$ cat src/assert_macros.svh
// Assertion macros shared by the RTL of the embedding update core.
// Uses clk_i and rst_ni of the including module; no other dependencies.
`ifndef ASSERT_MACROS_SVH
`define ASSERT_MACROS_SVH
`ifndef SYNTH
// Property that must hold at every clock edge outside reset
`define EAU_ASSERT(lbl, prop) \
  lbl: assert property (@(posedge clk_i) disable iff (!rst_ni) (prop)) \
    else $error("assertion failed");
// Antecedent in one cycle implies consequent in the next
`define EAU_ASSERT_NEXT(lbl, ante, cons) \
  lbl: assert property (@(posedge clk_i) disable iff (!rst_ni) (ante) |=> (cons)) \
    else $error("assertion failed");
`else
`define EAU_ASSERT(lbl, prop)
`define EAU_ASSERT_NEXT(lbl, ante, cons)
`endif
`endif

$ cat src/eau_pkg.sv
// Shared constants and controller/datapath interface types of the update core.
// No dependencies.
package eau_pkg;

  localparam int unsigned DIM       = 64;
  localparam int unsigned IDX_W     = 7;
  localparam int unsigned ADDR_W    = 6;
  localparam int unsigned WEIGHT_W  = 32;
  localparam int unsigned ACCUM_W   = 40;
  localparam int unsigned GRAD_W    = 32;
  localparam int unsigned COUNT_W   = 16;
  localparam int unsigned SUM_W     = 48;
  localparam int unsigned NUM_W     = 64;
  localparam int unsigned FRAC_W    = 28;

  localparam logic [IDX_W-1:0]  DIM_IDX   = IDX_W'(DIM);
  localparam logic [ADDR_W-1:0] LAST_ADDR = ADDR_W'(DIM - 1);
  localparam logic [31:0]       EPS_Q26   = 32'd7;
  localparam logic [33:0]       DELTA_CAP = 34'h2_0000_0000;
  localparam logic [SUM_W-1:0]  ONE_Q28   = SUM_W'(64'd1 << 28);

  // Configuration register indexes
  localparam logic CFG_USE_ADAGRAD = 1'b0;
  localparam logic CFG_RATE        = 1'b1;

  // Divider operand selection
  localparam logic [1:0] DIV_GRAD  = 2'd0;
  localparam logic [1:0] DIV_DELTA = 2'd1;
  localparam logic [1:0] DIV_SGD   = 2'd2;
  localparam logic [1:0] DIV_NORM  = 2'd3;

  // Multiplier operand selection
  localparam logic [1:0] MUL_GG = 2'd0;
  localparam logic [1:0] MUL_RG = 2'd1;
  localparam logic [1:0] MUL_RU = 2'd2;
  localparam logic [1:0] MUL_WW = 2'd3;

  typedef struct packed {
    logic       latch;
    logic       gmag_ld;
    logic       mul_en;
    logic [1:0] mul_sel;
    logic       acc_upd;
    logic       sqrt_start;
    logic       div_start;
    logic [1:0] div_sel;
    logic       w_upd;
    logic       sq_acc;
    logic       emit_clr;
    logic       emit_inc;
    logic       rd_en;
    logic       out_load;
    logic       clr;
  } eau_cmd_t;

  typedef struct packed {
    logic div_done;
    logic sqrt_done;
    logic idx_full;
    logic cnt_zero;
    logic last;
    logic adagrad;
    logic norm;
    logic emit_last;
    logic out_valid;
  } eau_sts_t;

endpackage

$ cat src/eau_ctrl.sv
// Controller state machine: sequences the per-element update and the emission.
// Depends on eau_pkg for the command and status types.
module eau_ctrl (
  input  logic              clk_i,
  input  logic              rst_ni,
  input  logic              in_valid_i,
  output logic              in_ready_o,
  input  eau_pkg::eau_sts_t sts_i,
  output eau_pkg::eau_cmd_t cmd_o
);
  import eau_pkg::*;

  localparam logic [3:0] S_IDLE   = 4'd0;
  localparam logic [3:0] S_CHK    = 4'd1;
  localparam logic [3:0] S_DIVG   = 4'd2;
  localparam logic [3:0] S_MULGG  = 4'd3;
  localparam logic [3:0] S_ACC    = 4'd4;
  localparam logic [3:0] S_SQRTS  = 4'd5;
  localparam logic [3:0] S_SQRTW  = 4'd6;
  localparam logic [3:0] S_DIVDS  = 4'd7;
  localparam logic [3:0] S_SGDDIV = 4'd8;
  localparam logic [3:0] S_DIVW   = 4'd9;
  localparam logic [3:0] S_SQM    = 4'd10;
  localparam logic [3:0] S_SQA    = 4'd11;
  localparam logic [3:0] S_EMRD   = 4'd12;
  localparam logic [3:0] S_EMDAT  = 4'd13;
  localparam logic [3:0] S_EMDIV  = 4'd14;
  localparam logic [3:0] S_EMOUT  = 4'd15;

  logic [3:0] state_q, state_d;

  always_ff @(posedge clk_i or negedge rst_ni) begin
    if (!rst_ni) state_q <= S_IDLE;
    else state_q <= state_d;
  end

  // Next state and commands
  always_comb begin
    state_d = state_q;
    cmd_o   = '0;
    in_ready_o = 1'b0;
    case (state_q)
      S_IDLE: begin
        in_ready_o = 1'b1;
        if (in_valid_i) begin
          cmd_o.latch = 1'b1;
          state_d = S_CHK;
        end
      end
      S_CHK: begin
        if (sts_i.idx_full) begin
          cmd_o.emit_clr = 1'b1;
          state_d = sts_i.last ? S_EMRD : S_IDLE;
        end else if (sts_i.cnt_zero) begin
          state_d = S_SQM;
        end else if (sts_i.adagrad) begin
          cmd_o.div_start = 1'b1;
          cmd_o.div_sel   = DIV_GRAD;
          state_d = S_DIVG;
        end else begin
          cmd_o.mul_en  = 1'b1;
          cmd_o.mul_sel = MUL_RU;
          state_d = S_SGDDIV;
        end
      end
      S_DIVG: begin
        if (sts_i.div_done) begin
          cmd_o.gmag_ld = 1'b1;
          state_d = S_MULGG;
        end
      end
      S_MULGG: begin
        cmd_o.mul_en  = 1'b1;
        cmd_o.mul_sel = MUL_GG;
        state_d = S_ACC;
      end
      S_ACC: begin
        cmd_o.acc_upd = 1'b1;
        state_d = S_SQRTS;
      end
      S_SQRTS: begin
        cmd_o.sqrt_start = 1'b1;
        state_d = S_SQRTW;
      end
      S_SQRTW: begin
        if (sts_i.sqrt_done) begin
          cmd_o.mul_en  = 1'b1;
          cmd_o.mul_sel = MUL_RG;
          state_d = S_DIVDS;
        end
      end
      S_DIVDS: begin
        cmd_o.div_start = 1'b1;
        cmd_o.div_sel   = DIV_DELTA;
        state_d = S_DIVW;
      end
      S_SGDDIV: begin
        cmd_o.div_start = 1'b1;
        cmd_o.div_sel   = DIV_SGD;
        state_d = S_DIVW;
      end
      S_DIVW: begin
        if (sts_i.div_done) begin
          cmd_o.w_upd = 1'b1;
          state_d = S_SQM;
        end
      end
      S_SQM: begin
        cmd_o.mul_en  = 1'b1;
        cmd_o.mul_sel = MUL_WW;
        state_d = S_SQA;
      end
      S_SQA: begin
        cmd_o.sq_acc   = 1'b1;
        cmd_o.emit_clr = 1'b1;
        state_d = sts_i.last ? S_EMRD : S_IDLE;
      end
      S_EMRD: begin
        cmd_o.rd_en = 1'b1;
        state_d = S_EMDAT;
      end
      S_EMDAT: begin
        if (sts_i.norm) begin
          cmd_o.div_start = 1'b1;
          cmd_o.div_sel   = DIV_NORM;
          state_d = S_EMDIV;
        end else begin
          cmd_o.out_load = 1'b1;
          state_d = S_EMOUT;
        end
      end
      S_EMDIV: begin
        cmd_o.div_sel = DIV_NORM;
        if (sts_i.div_done) begin
          cmd_o.out_load = 1'b1;
          state_d = S_EMOUT;
        end
      end
      S_EMOUT: begin
        // Wait for the beat to be taken, then advance or finish
        if (!sts_i.out_valid) begin
          if (sts_i.emit_last) begin
            cmd_o.clr = 1'b1;
            state_d = S_IDLE;
          end else begin
            cmd_o.emit_inc = 1'b1;
            state_d = S_EMRD;
          end
        end
      end
      default: state_d = S_IDLE;
    endcase
  end

endmodule

$ cat config.mk
export PLATFORM = sky130hd
export DESIGN_NAME = eau_ctrl
export DESIGN_NICKNAME = d
export VERILOG_FILES = /design/src/assert_macros.svh /design/src/eau_pkg.sv /design/src/eau_ctrl.sv
export SDC_FILE = /design/constraint.sdc
export NUM_CORES = 1
export LEC_CHECK = 0
export ABC_AREA = 1
export BUFFER_PORTS_ARGS = -buffer_cell sky130_fd_sc_hd__clkbuf_2
export CAP_MARGIN = 20
export CORE_MARGIN = 2
export CORE_UTILIZATION = 41
export CTS_BUF_LIST = sky130_fd_sc_hd__clkbuf_2
export DETAILED_ROUTE_END_ITERATION = 12
export PLACE_DENSITY = 0.76
export SYNTH_ARGS = -nofsm -noshare
export SYNTH_HDL_FRONTEND = slang
export SYNTH_SLANG_ARGS = --single-unit
$ cat constraint.sdc
create_clock -name clk_i -period 1.4 [get_ports clk_i]
set_input_delay 0.42 -clock clk_i [delete_from_list [all_inputs] [get_ports clk_i]]
set_output_delay 0.42 -clock clk_i [all_outputs]
set_load 0.02 [all_outputs]
==> qor.yml, run 1 <==
outcome: "finished, violations left"
violations: "setup timing"
n_fill_cell: 24
initial_core_util: 0.443
ir_worst_vdd_mv: 1.48
yosys.area.top_type_share: 0.187
cts.htree.levels: 1
reg_top3: "state_q: 4 flops"
setup_ws_ps: -517
synth_area_leaders: "nand2_1 (19%), dfrtp_1 (17%), inv_1 (12%)"
wl_met3_um: 419
drt-total-wl_mm: 3.68
fp.dieH_um: 41.7
drc: 0
synth-adder-area-share: 0
skew_ps: 24.0
top_register: "state_q"
top_layer_used: "met4"
core_area_um2: 1320
path_clk_slew_ps: 80
cp_max_fo: 7
setup_violations: 22
grt_pass1_wl_mm: 3.12
p_per_area_nw_per_um2: 2310
timing.final.crit_period_ps: 1920
timing.rr.start: "state_q[3]"
wl_met2_mm: 1.75
rsz0062_at_grt: "yes"
num_rows: 13
die_x_um: 41.7
dr.pass1.iters: 4
stdcell_area_um2: 1270
final_hold_viol_count: 0
largest_register_ff_count: 4
cp.arrival_ps: 1500
gr-total-overflow: 0
finalNetCount: 176
required_ps: 980
start_kind: "flop"
post-place-ws_ps: -186
fin_crit_sh: 1.37
max-slew-margin-rel: 0.754
areaGrowthSynthToFinish_pct: 119
p_leak_nw: 0.690
cts_tree: "yes"
clockBufferDepth: 2
clock_sinks: 4
synth-seq-cells: 4
wl_per_cell_um: 20.7
synth-compound-area-share: 0.116
clock_latency_ps: 230
worstSetupStartpoint: "state_q[3]"
grt_pass1_vias: 753
synthMuxAreaShare: 0
cts_made_buffers: 3
drv_cap: 0
synth_xor_area_frac: 0
endpoint_kind: "output port"
syn_area_per_cell_um2: 5.45
synth_area_um2: 583
vias_per_cell: 6.38
hpwl_mm: 1.52
fmax_mhz: 522
synth_top_family_by_area: "simple AND/OR/NAND/NOR gates"
fin_tns_setup_ps: -8170
yosys.area_share.simple: 0.564
worst_pin_slew_ps: 369
dieArea_um2: 1740
portBuffers: 29
layout-drive-gt1-share: 0.687
met1_length_mm: 1.21
seq_area_frac_synth: 0.172
yosysTopAreaCell: "nand2_1"
io_pins: 30
cts-root-buf: "clkbuf_2"
antenna_found_initial: 0
drt-initial-drc-count: 70
gp_congestion: 0.873
slew_viol_final: 0
synth_cells: 107
hold_path_class: "in -> async"
ant_nets: 0
grt_max_degree: 8
critical_path_class: "reg -> out"
synth_warnings: 0
ys_types: 19
syn_nets: 119
num_vias: 1136
diodes: 0
placed_area_um2: 927
track_usage: 0.230
[per-layer routing]
| layer | GRT usage | up-vias |
|---|---|---|
| li1 | - | 441 |
| met1 | 0.278 | 522 |
| met2 | 0.419 | 132 |
| met3 | 0.0174 | 41 |
| met4 | 0.0839 | 0 |
| met5 | 0 | - |
[cells in the final DEF (no fill, tap or decap)]
cell	netlist	layout
nand2_1	29	22
clkbuf_2	0	18
buf_6	0	16
buf_4	0	16
inv_2	5	13
inv_1	18	10
nor2_4	2	8
nor2_1	16	7
nand2_2	4	6
nor2_2	3	6
nand2_4	1	6
nand3_2	2	4
nand3_1	8	4
dfrtp_2	0	4
nor3_4	0	3
o21ai_0	4	3
clkbuf_8	0	3
nand3_4	0	2
o21ai_2	1	2
o211ai_1	2	2
buf_8	0	2
o21ai_4	0	1
nand3b_1	1	1
o2111ai_2	0	1
a21oi_4	0	1
o21ai_1	2	1
dlygate4sd3_1	0	1
[worst max-delay path: stages (launching register included)]
cell and delay (ps):
dfrtp_2 480, nor2_4 260, nand2_2 110, inv_2 90, nand3_2 100, nand3b_1 110, buf_4 140
[cells in the mapped netlist]
library cell,instances
nand2_2,4
nand3b_1,1
inv_1,18
nand2_4,1
nor2_2,3
nor3_1,3
nand3_2,2
inv_2,5
o21ai_1,2
o211ai_1,2
dfrtp_1,4
nor2_1,16
nand2_1,29
o2111ai_1,1
a21oi_1,1
o21ai_2,1
nor2_4,2
nand3_1,8
o21ai_0,4
[worst paths after layout]
path,slack [ps],cells past startpoint,endpoint
max,-520,6,cmd_o[14]
min,580,2,state_q[0]
max reg2reg,-200,11,state_q[0]
min reg2reg,620,2,state_q[2]
max in group asynchronous,640,2,state_q[3]
min in group clk_i,620,2,state_q[2]
[final cells by class]
cell class / instances / area, um^2 / area share
multi-input cells: 80 / 593 / 0.465
repair buffers: 52 / 452 / 0.354
flip-flops and latches: 4 / 105 / 0.0824
inverters: 23 / 86.3 / 0.0677
clock buffers: 4 / 20.0 / 0.0157
well taps: 15 / 18.8 / 0.0147
[cell families (layout without fill, tap and decap cells)]
group	Yosys count	count (layout)
AO/OA/AOI/OAI	11	11
flip-flops	4	4
buffers and inverters	23	79
AND/OR/NAND/NOR	69	69
[metrics by stage]
stage / power [W] / cells / hold slack, ps / utilization
floorplan: 0.00129 / 107 / 124 / -
global placement: 0.00181 / 166 / 230 / 0.704
detailed placement: 0.00185 / 166 / 234 / 0.704
CTS: 0.00213 / 170 / 0.951 / 0.783
global route: 0.00304 / 178 / 603 / 0.968
finish: 0.00295 / 178 / 582 / 0.968
[repair_timing]
item,CTS,global route
hold buffers,0,1
endpoints found under the hold margin,0,2
endpoints found under the setup margin,22,22
gates cloned,0,0
pin swaps,0,7
setup buffers,0,8
resized for setup,23,65
[where the power goes]
part	internal, W	switching, W
Clock	0.0000756	0.0000623
Sequential	0.000190	0.000158
Combinational	0.00101	0.00145
No activity file was read; power rests on OpenSTA's default activity.
==> run 2: changes to the inputs <==
--- a/config.mk
+++ b/config.mk
@@ -6,7 +6,7 @@
 export NUM_CORES = 1
 export LEC_CHECK = 0
 export ABC_AREA = 1
-export BUFFER_PORTS_ARGS = -buffer_cell sky130_fd_sc_hd__clkbuf_2
+export BUFFER_PORTS_ARGS = -buffer_cell sky130_fd_sc_hd__buf_2
 export CAP_MARGIN = 20
 export CORE_MARGIN = 2
 export CORE_UTILIZATION = 41
==> run 2 against run 1 <==
  * The flow now stops in global routing
  * Synthesized area unchanged
  * Synthesized cell count unchanged
==> qor.yml, run 2 <==
outcome: "stopped before the end"
stop_stage: "global routing"
firstError: "[ERROR DPL-0033] detailed placement checks failed during check placement."
synth_warnings: 0  # unchanged
ys_types: 19  # unchanged
synth_cells: 107  # unchanged
gp_congestion: 0.836  # -4.2%
portBuffers: 29  # unchanged
synth_top_family_by_area: "simple AND/OR/NAND/NOR gates"
clock_sinks: 4  # unchanged
synth-seq-cells: 4  # unchanged
yosys-top-cells-count: "nand2_1 (29), inv_1 (18), nor2_1 (16)"
antenna_found_initial: 0
syn_area_per_cell_um2: 5.45  # unchanged
yosys.area_share.simple: 0.564  # unchanged
hpwl_mm: 1.44  # -5.1%
fp.dieH_um: 41.7  # unchanged
synth_xor_area_frac: 0  # unchanged
grt_max_degree: 8
cts.htree.levels: 1  # unchanged
syn_nets: 119  # unchanged
yosysMostFrequentCell: "nand2_1"
synth_area_leaders: "nand2_1 (19%), dfrtp_1 (17%), inv_1 (12%)"
cts-root-buf: "clkbuf_2"
synthMuxAreaShare: 0  # unchanged
endpoint_type: "primary output"
cts_made_buffers: 3  # unchanged
synth_area_um2: 583  # unchanged
synth-compound-area-share: 0.116  # unchanged
initial_core_util: 0.443  # unchanged
synth_edf_count: 0  # unchanged
yosys.area.top_type_share: 0.187  # unchanged
synth-adder-area-share: 0  # unchanged
num_rows: 13  # unchanged
clockBufferDepth: 2  # unchanged
yosysTopAreaCell: "nand2_1"
io_pins: 30  # unchanged
synth_ff_type: "dfrtp_1"
die_x_um: 41.7  # unchanged
seq_area_frac_synth: 0.172  # unchanged
postGrtWorstEndpoint: "cmd_o[14]"
async_flop_share: 1.00  # unchanged
==> run 2: cell counts after synthesis <==
Identical to the previous run, type by type.
==> run 2: per-stage QoR <==
stage | util | worst slack, ps | hold slack, ps | cells | cell area [um^2]
3_5_place_dp | 0.709 | -209 | 227 | 167 | 935
3_3_place_gp | 0.709 | -187 | 226 | 167 | 935
4_1_cts | 0.892 | -411 | 511 | 178 | 1170
2_1_floorplan | - | -171 | 124 | 107 | 651
==> run 2: repair_timing <==
| action | CTS |
|---|---|
| cloned | 0 |
| gates resized for setup | 53 |
| buffers inserted | 7 |
| endpoints found under the hold margin | 2 |
| hold buffers | 1 |
| endpoints found under the setup margin | 22 |
| pin swaps | 10 |
==> run 2: cell families after synthesis <==
| logic type | count (synthesis) |
|---|---|
| buffers and inverters | 23 |
| AND/OR/NAND/NOR | 69 |
| flip-flops | 4 |
| AO/OA/AOI/OAI | 11 |
==> run 3: changes to the inputs <==
--- a/config.mk
+++ b/config.mk
@@ -8,11 +8,10 @@
 export ABC_AREA = 1
 export BUFFER_PORTS_ARGS = -buffer_cell sky130_fd_sc_hd__buf_2
 export CAP_MARGIN = 20
-export CORE_MARGIN = 2
-export CORE_UTILIZATION = 41
-export CTS_BUF_LIST = sky130_fd_sc_hd__clkbuf_2
+export CORE_AREA = 2 2 63 65
 export DETAILED_ROUTE_END_ITERATION = 12
-export PLACE_DENSITY = 0.76
+export DIE_AREA = 0 0 65 67
+export PLACE_DENSITY_LB_ADDON = 0.15
 export SYNTH_ARGS = -nofsm -noshare
 export SYNTH_HDL_FRONTEND = slang
 export SYNTH_SLANG_ARGS = --single-unit
==> constraint.sdc (replaced) <==
create_clock -name clk_i -period 1.8 [get_ports clk_i]
set_input_delay 0.54 -clock clk_i [delete_from_list [all_inputs] [get_ports clk_i]]
set_output_delay 0.54 -clock clk_i [all_outputs]
set_load 0.02 [all_outputs]
==> run 3 against run 2 <==
  * The flow now finishes, with violations (setup timing)
==> qor.yml, run 3 (synthesis gave the netlist of run 1 again) <==
num_rows: 22  # +9
timing.final.crit_period_ps: 1910
violations: "setup timing"
grt_max_degree: 9
post-place-ws_ps: 5.39  # +215 ps
critical_path_class: "reg -> out"
core_area_um2: 3610
gp_congestion: 0.766  # -8.4%
cts-root-buf: "clkbuf_8"
layout-drive-gt1-share: 0.531
drt-initial-drc-count: 22
hold_path_class: "in -> async"
required_ps: 1260
endpoint_kind: "output port"
fp.dieH_um: 67  # +61%
portBuffers: 29  # unchanged
cp.arrival_ps: 1370
r2r_slack_ps: 430
use_met2: 0.168
ant_nets: 0
cpMostUsedCell: "inv_2"
num_vias: 770
areaGrowthSynthToFinish_pct: 65.9
antenna_found_initial: 0
dieArea_um2: 4360
clockBufferDepth: 2  # unchanged
cts.htree.levels: 1  # unchanged
initial_core_util: 0.162  # -0.281
final_cell_mix: "nand2_1 (24), buf_2 (18), inv_1 (12)"
cp_max_fo: 5
grt_use_met3: 0.0118
slowest_stage: "dfrtp_2"
wl_per_cell_um: 10.3
r2r.worst_path.cells: 7
slowest_delay_ps: 450
r2r_end: "state_q[0]"
fmax_mhz: 524
vias_per_cell: 4.03
postLayoutCoreUtil: 0.268
grt-busiest-layer: "met2"
start_kind: "flop"
reg_top3: "state_q: 4 flops"
setup_violations: 13
use_met1: 0.106
rsz0062_at_grt: "yes"
clock_latency_ps: 220
stdcell_count: 191
track_usage: 0.0934
dp.cells: 184  # +10%
grt_pass1_wl_mm: 3.11
dr.pass1.iters: 4
final_common_cell: "nand2_1"
p_leak_nw: 0.533
skew_ps: 1.78
gr-total-overflow: 0
hpwl_mm: 1.62  # +13%
max-slew-margin-rel: 0.824
cp_cell_sequence: "inv_4, nor2_4, inv_2, nor2_2, inv_2, o21ai_2, nand3b_1, buf_6"
worst_pin_slew_ps: 265
final_hold_viol_count: 0
n_fill_cell: 428
slew_viol_final: 0
drc: 0
top_register: "state_q"
die_x_um: 65  # +56%
fin_crit_sh: 1.06
cp.buffers_inverters: 4
cts_made_buffers: 3  # unchanged
path_clk_slew_ps: 30
io_pins: 30  # unchanged
outcome: "finished, violations left"
timing.rr.start: "state_q[0]"
fin_tns_setup_ps: -842
holdWs_ps: 120
ir_worst_vdd_mv: 0.419
largest_register_ff_count: 4
drv_cap: 0
p_per_area_nw_per_um2: 1720
drt-total-wl_mm: 1.97
grt_pass1_vias: 751
cts_tree: "yes"
finalNetCount: 157
diodes: 0
clock_sinks: 4  # unchanged
setup_ws_ps: -110
critical_path.top_delay_family: "flip-flops"
run 3: through the flow:
| step | instance area [um^2] | total power [W] |
|---|---|---|
| global placement | 788 | 0.00121 |
| CTS | 911 | 0.00157 |
| finish | 967 | 0.00167 |
| detailed placement | 788 | 0.00121 |
| floorplan | 583 | 0.000927 |
| global route | 967 | 0.00182 |
run 3: area by class of cell:
cell class | instances | area [um^2] | area share
multi-input combinational | 80 | 447 | 0.462
timing repair buffer | 33 | 225 | 0.233
sequential | 4 | 105 | 0.109
inverter | 23 | 88.8 | 0.0918
tap | 48 | 60.1 | 0.0621
clock buffer | 3 | 41.3 | 0.0427
run 3: worst max path at each step:
stage	from	endpoint	cells after the start
6_report	state_q[1]	cmd_o[14]	8
2_1_floorplan	state_q[1]	cmd_o[14]	7
3_5_place_dp	state_q[1]	cmd_o[14]	8
4_1_cts	state_q[3]	cmd_o[9]	6
3_3_place_gp	state_q[0]	cmd_o[9]	4
5_1_grt	state_q[1]	cmd_o[14]	8
run 3: what timing repair did:
item,4_1_cts,5_1_grt
hold buffers,0,0
hold endpoints to repair,0,0
setup endpoints to repair,17,17
pin swaps,2,6
buffers inserted,0,4
resized for setup,31,12
run 3: metal layers:
metal	vias to the layer above	routed length, um
li1	405	-
met1	345	871
met2	18	1000
met3	2	81
met4	0	19
met5	-	0
run 3: where the power goes:
part	switching (W)	internal [W]
sequential	0.000115	0.000149
clock	0.0000448	0.000142
combinational	0.000742	0.000473
total	0.000901	0.000764
run 3: worst register-to-register path, cell delays in order, from the launching register on:
cell and delay (ps):
dfrtp_2 460, nand2_2 170, nor2_2 50, nand2_1 110
nand3_2 100, a21oi_1 240, nand2_1 90, nand2_1 70
